==> src/design/frpr_pkg.sv <==
// Shared types, register and command codes, and fixed-point helpers for the root finder.
`default_nettype none
package frpr_pkg;

  localparam int DATA_W  = 64;
  localparam int PROD_W  = 128;
  localparam int CFG_IW  = 3;
  localparam int LIMIT_W = 11;
  localparam int TOL_W   = 63;
  localparam int CAUSE_W = 2;
  localparam int NCOEF   = 6;
  localparam int DEG_W   = 3;
  localparam int DCNT_W  = 7;

  localparam logic [DATA_W-1:0] SAT_NEG = 64'h8000_0000_0000_0000;
  localparam logic [DATA_W-1:0] SAT_POS = 64'h7FFF_FFFF_FFFF_FFFF;

  // Configuration register indexes
  localparam logic [CFG_IW-1:0] REG_COEF_DEG5  = 3'd0;
  localparam logic [CFG_IW-1:0] REG_COEF_DEG4  = 3'd1;
  localparam logic [CFG_IW-1:0] REG_COEF_DEG3  = 3'd2;
  localparam logic [CFG_IW-1:0] REG_COEF_DEG2  = 3'd3;
  localparam logic [CFG_IW-1:0] REG_COEF_DEG1  = 3'd4;
  localparam logic [CFG_IW-1:0] REG_COEF_DEG0  = 3'd5;
  localparam logic [CFG_IW-1:0] REG_TOLERANCE  = 3'd6;
  localparam logic [CFG_IW-1:0] REG_ITER_LIMIT = 3'd7;

  // Stop causes
  localparam logic [CAUSE_W-1:0] CAUSE_WIDTH    = 2'd0;
  localparam logic [CAUSE_W-1:0] CAUSE_RESIDUAL = 2'd1;
  localparam logic [CAUSE_W-1:0] CAUSE_LIMIT    = 2'd2;
  localparam logic [CAUSE_W-1:0] CAUSE_ZERO_DIV = 2'd3;

  // Datapath operations
  localparam logic [3:0] OP_NONE      = 4'd0;
  localparam logic [3:0] OP_LOAD      = 4'd1;
  localparam logic [3:0] OP_EV_INIT   = 4'd2;
  localparam logic [3:0] OP_MUL       = 4'd3;
  localparam logic [3:0] OP_EV_ADD    = 4'd4;
  localparam logic [3:0] OP_EV_STORE  = 4'd5;
  localparam logic [3:0] OP_NUM1      = 4'd6;
  localparam logic [3:0] OP_NUM2      = 4'd7;
  localparam logic [3:0] OP_DIV_SETUP = 4'd8;
  localparam logic [3:0] OP_DIV_STEP  = 4'd9;
  localparam logic [3:0] OP_DIV_END   = 4'd10;
  localparam logic [3:0] OP_UPDATE    = 4'd11;
  localparam logic [3:0] OP_FINISH    = 4'd12;

  // Operand selects: evaluation point, or multiplier pairing
  localparam logic [1:0] SEL_A      = 2'd0;
  localparam logic [1:0] SEL_B      = 2'd1;
  localparam logic [1:0] SEL_X      = 2'd2;
  localparam logic [1:0] MUL_HORNER = 2'd0;
  localparam logic [1:0] MUL_AFB    = 2'd1;
  localparam logic [1:0] MUL_BFA    = 2'd2;

  typedef struct packed {
    logic [3:0]         op;
    logic [1:0]         sel;
    logic [CAUSE_W-1:0] cause;
  } dp_cmd_t;

  typedef struct packed {
    logic mul_busy;
    logic deg_zero;
    logic limit_hit;
    logic div_zero;
    logic div_ovf;
    logic div_done;
    logic width_small;
    logic resid_small;
    logic out_free;
  } dp_stat_t;

  function automatic logic [DATA_W-1:0] mag64(input logic [DATA_W-1:0] v);
    return v[DATA_W-1] ? (~v + 64'd1) : v;
  endfunction

  // Apply a sign to a magnitude, clamping to the signed range
  function automatic logic [DATA_W-1:0] sat_signed(input logic negative,
                                                   input logic [DATA_W-1:0] m,
                                                   input logic ovf);
    logic [DATA_W-1:0] r;
    if (negative) begin
      r = (ovf || (m > SAT_NEG)) ? SAT_NEG : (~m + 64'd1);
    end else begin
      r = (ovf || (m > SAT_POS)) ? SAT_POS : m;
    end
    return r;
  endfunction

  function automatic logic [DATA_W-1:0] sat_add(input logic [DATA_W-1:0] a,
                                                input logic [DATA_W-1:0] b);
    logic [DATA_W-1:0] r;
    r = a + b;
    if ((a[DATA_W-1] == b[DATA_W-1]) && (r[DATA_W-1] != a[DATA_W-1])) begin
      r = a[DATA_W-1] ? SAT_NEG : SAT_POS;
    end
    return r;
  endfunction

endpackage
`default_nettype wire

==> src/design/frpr_ctrl.sv <==
// Controller: sequences evaluation, secant point, division and stop tests for one interval.
`default_nettype none
module frpr_ctrl (
  input  wire logic                clk,
  input  wire logic                rst_n,
  input  wire logic                in_valid,
  output logic                     in_ready,
  input  wire frpr_pkg::dp_stat_t  stat,
  output frpr_pkg::dp_cmd_t        cmd
);
  localparam logic [3:0] S_IDLE = 4'd0;
  localparam logic [3:0] S_EVI  = 4'd1;
  localparam logic [3:0] S_EVM  = 4'd2;
  localparam logic [3:0] S_EVW  = 4'd3;
  localparam logic [3:0] S_EVS  = 4'd4;
  localparam logic [3:0] S_CHK  = 4'd5;
  localparam logic [3:0] S_M1   = 4'd6;
  localparam logic [3:0] S_M1W  = 4'd7;
  localparam logic [3:0] S_M2   = 4'd8;
  localparam logic [3:0] S_M2W  = 4'd9;
  localparam logic [3:0] S_DSET = 4'd10;
  localparam logic [3:0] S_DIV  = 4'd11;
  localparam logic [3:0] S_UPD  = 4'd12;
  localparam logic [3:0] S_TST  = 4'd13;
  localparam logic [3:0] S_FIN  = 4'd14;

  logic [3:0]                      state_r, state_nxt;
  logic [1:0]                      ev_sel_r, ev_sel_nxt;
  logic [frpr_pkg::CAUSE_W-1:0]    cause_r, cause_nxt;

  always_comb begin
    state_nxt  = state_r;
    ev_sel_nxt = ev_sel_r;
    cause_nxt  = cause_r;
    cmd.op     = frpr_pkg::OP_NONE;
    cmd.sel    = ev_sel_r;
    cmd.cause  = cause_r;
    in_ready   = 1'b0;
    unique case (state_r)
      S_IDLE: begin
        in_ready = 1'b1;
        if (in_valid) begin
          cmd.op     = frpr_pkg::OP_LOAD;
          ev_sel_nxt = frpr_pkg::SEL_A;
          state_nxt  = S_EVI;
        end
      end
      S_EVI: begin
        cmd.op    = frpr_pkg::OP_EV_INIT;
        state_nxt = S_EVM;
      end
      S_EVM: begin
        cmd.op    = frpr_pkg::OP_MUL;
        cmd.sel   = frpr_pkg::MUL_HORNER;
        state_nxt = S_EVW;
      end
      S_EVW: begin
        if (!stat.mul_busy) begin
          cmd.op    = frpr_pkg::OP_EV_ADD;
          state_nxt = stat.deg_zero ? S_EVS : S_EVM;
        end
      end
      S_EVS: begin
        cmd.op = frpr_pkg::OP_EV_STORE;
        unique case (ev_sel_r)
          frpr_pkg::SEL_A: begin
            ev_sel_nxt = frpr_pkg::SEL_B;
            state_nxt  = S_EVI;
          end
          frpr_pkg::SEL_B: state_nxt = S_CHK;
          default:         state_nxt = S_UPD;
        endcase
      end
      // limit first, then a flat secant
      S_CHK: begin
        priority if (stat.limit_hit) begin
          cause_nxt = frpr_pkg::CAUSE_LIMIT;
          state_nxt = S_FIN;
        end else if (stat.div_zero) begin
          cause_nxt = frpr_pkg::CAUSE_ZERO_DIV;
          state_nxt = S_FIN;
        end else begin
          state_nxt = S_M1;
        end
      end
      S_M1: begin
        cmd.op    = frpr_pkg::OP_MUL;
        cmd.sel   = frpr_pkg::MUL_AFB;
        state_nxt = S_M1W;
      end
      S_M1W: begin
        if (!stat.mul_busy) begin
          cmd.op    = frpr_pkg::OP_NUM1;
          state_nxt = S_M2;
        end
      end
      S_M2: begin
        cmd.op    = frpr_pkg::OP_MUL;
        cmd.sel   = frpr_pkg::MUL_BFA;
        state_nxt = S_M2W;
      end
      S_M2W: begin
        if (!stat.mul_busy) begin
          cmd.op    = frpr_pkg::OP_NUM2;
          state_nxt = S_DSET;
        end
      end
      S_DSET: begin
        cmd.op    = frpr_pkg::OP_DIV_SETUP;
        state_nxt = S_DIV;
      end
      // quotient overflow skips the bit loop
      S_DIV: begin
        if (stat.div_ovf || stat.div_done) begin
          cmd.op     = frpr_pkg::OP_DIV_END;
          ev_sel_nxt = frpr_pkg::SEL_X;
          state_nxt  = S_EVI;
        end else begin
          cmd.op = frpr_pkg::OP_DIV_STEP;
        end
      end
      S_UPD: begin
        cmd.op    = frpr_pkg::OP_UPDATE;
        state_nxt = S_TST;
      end
      S_TST: begin
        priority if (stat.width_small) begin
          cause_nxt = frpr_pkg::CAUSE_WIDTH;
          state_nxt = S_FIN;
        end else if (stat.resid_small) begin
          cause_nxt = frpr_pkg::CAUSE_RESIDUAL;
          state_nxt = S_FIN;
        end else begin
          state_nxt = S_CHK;
        end
      end
      S_FIN: begin
        if (stat.out_free) begin
          cmd.op    = frpr_pkg::OP_FINISH;
          state_nxt = S_IDLE;
        end
      end
      default: state_nxt = S_IDLE;
    endcase
  end

  always_ff @(posedge clk) begin
    if (!rst_n) begin
      state_r  <= S_IDLE;
      ev_sel_r <= frpr_pkg::SEL_A;
      cause_r  <= frpr_pkg::CAUSE_WIDTH;
    end else begin
      state_r  <= state_nxt;
      ev_sel_r <= ev_sel_nxt;
      cause_r  <= cause_nxt;
    end
  end
endmodule
`default_nettype wire

==> config.mk <==
export PLATFORM = sky130hd
export DESIGN_NAME = frpr_ctrl
export DESIGN_NICKNAME = d
export VERILOG_FILES = /design/src/design/frpr_pkg.sv /design/src/design/frpr_ctrl.sv
export SDC_FILE = /design/constraint.sdc
export NUM_CORES = 1
export LEC_CHECK = 0
export ABC_AREA = 1
export BUFFER_PORTS_ARGS = -buffer_cell sky130_fd_sc_hd__buf_2
export CAP_MARGIN = 20
export CORE_MARGIN = 5
export CORE_UTILIZATION = 50
export DETAILED_ROUTE_END_ITERATION = 16
export GPL_TIMING_DRIVEN = 0
export PLACE_DENSITY = 0.87
export SYNTH_ARGS = -nofsm -noshare
export SYNTH_HDL_FRONTEND = slang
export SYNTH_SLANG_ARGS = --single-unit
==> constraint.sdc <==
create_clock -name clk -period 1.4 [get_ports clk]
set_input_delay 0.07 -clock clk [delete_from_list [all_inputs] [get_ports clk]]
set_output_delay 0.07 -clock clk [all_outputs]
set_load 0.05 [all_outputs]
==> flow_summary.toml <==
[outcome]
outcome = "finished, violations left"
failed_checks = "negative setup slack"

[clocking]
cts_buffers = 3
clk_path_buf_depth = 2
holdBufCountCts = 0
clockRootBuffer = "clkbuf_4"
path_clk_slew_ps = 50
clkLatencyLatePin_ps = 250
cts_sinks = 8
cts_tree = "built"
htreeDepth = 1

[routing]
drc = 0
first_pass_iters = 5
antenna_left = 0
wl_per_cell_microns = 17.5
first_iter_violations = 88
via_per_inst = 6.23
vias = 1189
drt-total-wl_microns = 3350

[sta]
hold_violations = 0
setup_ws_ps = -289
min_period_ps = 1690
tightestPinTransition_ps = 360
fin_skew_ps = 2.68
rsz0062_at_grt = "yes"
max_freq_ghz = 0.592
setup_viol_count_final = 11
finalCritPeriodShare_pct = 121
relSlewSlack_pct = 75.9
finalMaxSlewViolations = 0

[floorplan]
die_h_microns = 48.7
ioPinCount = 21
dieArea_sq_mm = 0.00237
core_sq_mm = 0.00147
rows = 14
initial_core_util_pct = 50.9
die_width_microns = 48.7

[setup_path]
crit_fanout = 6
cp.arrival_ps = 1620
worst-path-buf-inv = 2
critical_path.max_stage_delay_ps = 430
slowest_stage = "dfxtp_2"
worstPathRequired_ps = 1330
r2r_cells = 10
crit_type = "register to primary output"
crit_path_cell_trace = "nand2_1 -> inv_2 -> nand2_2 -> o21ai_0 -> nor2_1 -> o211ai_1 -> buf_4"
critical-path-top-delay-family = "flip-flops"
cp.depth = 7
end_kind = "primary output"
start_kind = "register"

[synth]
synth-simple-area-share_pct = 54.8
post_synth_instance_area_sq_um = 749
synth-adder-area-share_pct = 0
yosysWarnings = 0
synthTopCellsByArea = "dfxtp_1, nand2_1, nor2_1"
synth-xor-area-share_pct = 0
avgSynthCellArea_sq_um = 5.55
synthCells = 135
synth_top_family_by_area = "simple AND/OR/NAND/NOR gates"
synth-seq-cells = 8
seq_area_frac_synth_pct = 21.4
synth_nets = 147
netlist.area_leader.share_pct = 21.4
synth_top_area_cell = "dfxtp_1"
synthMuxAreaShare_pct = 0
synth_compound_area_share_pct = 15.2
synth.distinct_cells = 22

[layout]
area_delta_synth_final_pct = 69.8
fin_nets = 189
fin_util_pct = 86.5
postLayoutCellArea_sq_mm = 0.00127
layout-drive-gt1-share_pct = 49.7
n_antenna_cell = 0

[global_routing]
grt_pass1_wl_microns = 4210
grt_usage_pct = 21.8
gr-total-overflow = 0
antenna_found_initial = 0
grt_max_degree = 8
first_global_vias = 946

[hold_path]
hold_depth = 3
hp-class = "input port to register"

[run]
max_cap_violations = 0

[power]
leakagePower_nw = 0.650
ir_drop_uv = 981
powerDensity_mw_per_mm2 = 1310

[placement]
io_buffers = 20
place_ws_ps = -249
placed_cell_area_sq_um = 903
hpwlAfterDp_microns = 1720
gp_congestion = 0.890
cell type report:
type	count	area, sq um
buffer	1	11.3
clock buffer	3	22.5
fill	64	199
inverter	16	67.6
multi-input combinational	110	681
sequential	8	170
tap	16	20.0
timing repair buffer	37	300
where the power goes:
group	internal (mW)	switching, mW
Sequential	0.260	0.0344
Clock	0.0978	0.0742
Combinational	0.429	0.770
cell usage after synthesis:
master     number
inv_2           5
nand2_1        39
a21oi_1         8
dfxtp_1         8
o2111ai_1       1
inv_1          11
nand2_4         1
nor2_2          3
nor2_1         25
buf_2           1
nor2_4          2
nand3b_1        1
nor3_1          2
nand3_1        11
a31o_2          1
o21ai_0         5
o21ai_1         2
a31oi_1         1
nand3_2         2
o211ai_1        2
nand2_2         3
nand4_1         1
tightest hold or removal path, cell delays in order:
cell and delay, ps:
buf_2 100, nand2_1 50, nor2_1 40
metal layers:
layer	up-vias	global-route usage, %	share of wire [%]
li1	523	-	-
met1	531	27.3	37
met2	107	34.8	44
met3	28	3.68	12
met4	0	12.6	6.8
met5	-	0	0
final timing paths:
kind | end | startpoint | slack [ps]
max | cmd[5] | state_r[2] | -290
min | cause_r[0] | rst_n | 60
max reg2reg | state_r[3] | state_r[3] | -50
min reg2reg | cause_r[1] | cause_r[1] | 490
per-stage QoR:
step / std cells / power [mW] / hold WS (ps) / TNS, ps
2_1_floorplan: 135 / 0.921 / 190 / -117
3_3_place_gp: 171 / 1.07 / 309 / -1150
3_5_place_dp: 171 / 1.08 / 322 / -1160
4_1_cts: 185 / 1.44 / 54.5 / -345
5_1_grt: 191 / 1.75 / 80.4 / -1840
6_report: 191 / 1.67 / 60.2 / -891
timing repair:
action	4_1_cts	5_1_grt
hold endpoints to repair	0	0
setup endpoints to repair	14	14
gates cloned	0	0
pin swaps	4	10
setup buffers	11	6
resized for setup	29	28
cell usage in the layout, fill, tap and decap left out, drive strengths merged:
cell type  instances
nand2             43
buf               38
nor2              30
inv               16
nand3             13
a21oi              8
dfxtp              8
o21ai              7
clkbuf             3
o211ai             2
nor3               2
a31o               1
a31oi              1
o2111ai            1
nand3b             1
nand4              1
cells by family (layout without fill, tap and decap cells):
group | Yosys count | count (layout)
and+or+nand+nor | 90 | 90
AOI/OAI and AO/OA | 20 | 20
buffers and inverters | 17 | 57
DFF | 8 | 8
registers in the layout, indices dropped and copies added, names as in the netlist:
signal,cells
cause_r,2
state_r,4
ev_sel_r,2
(Power assumes the default switching activity.)
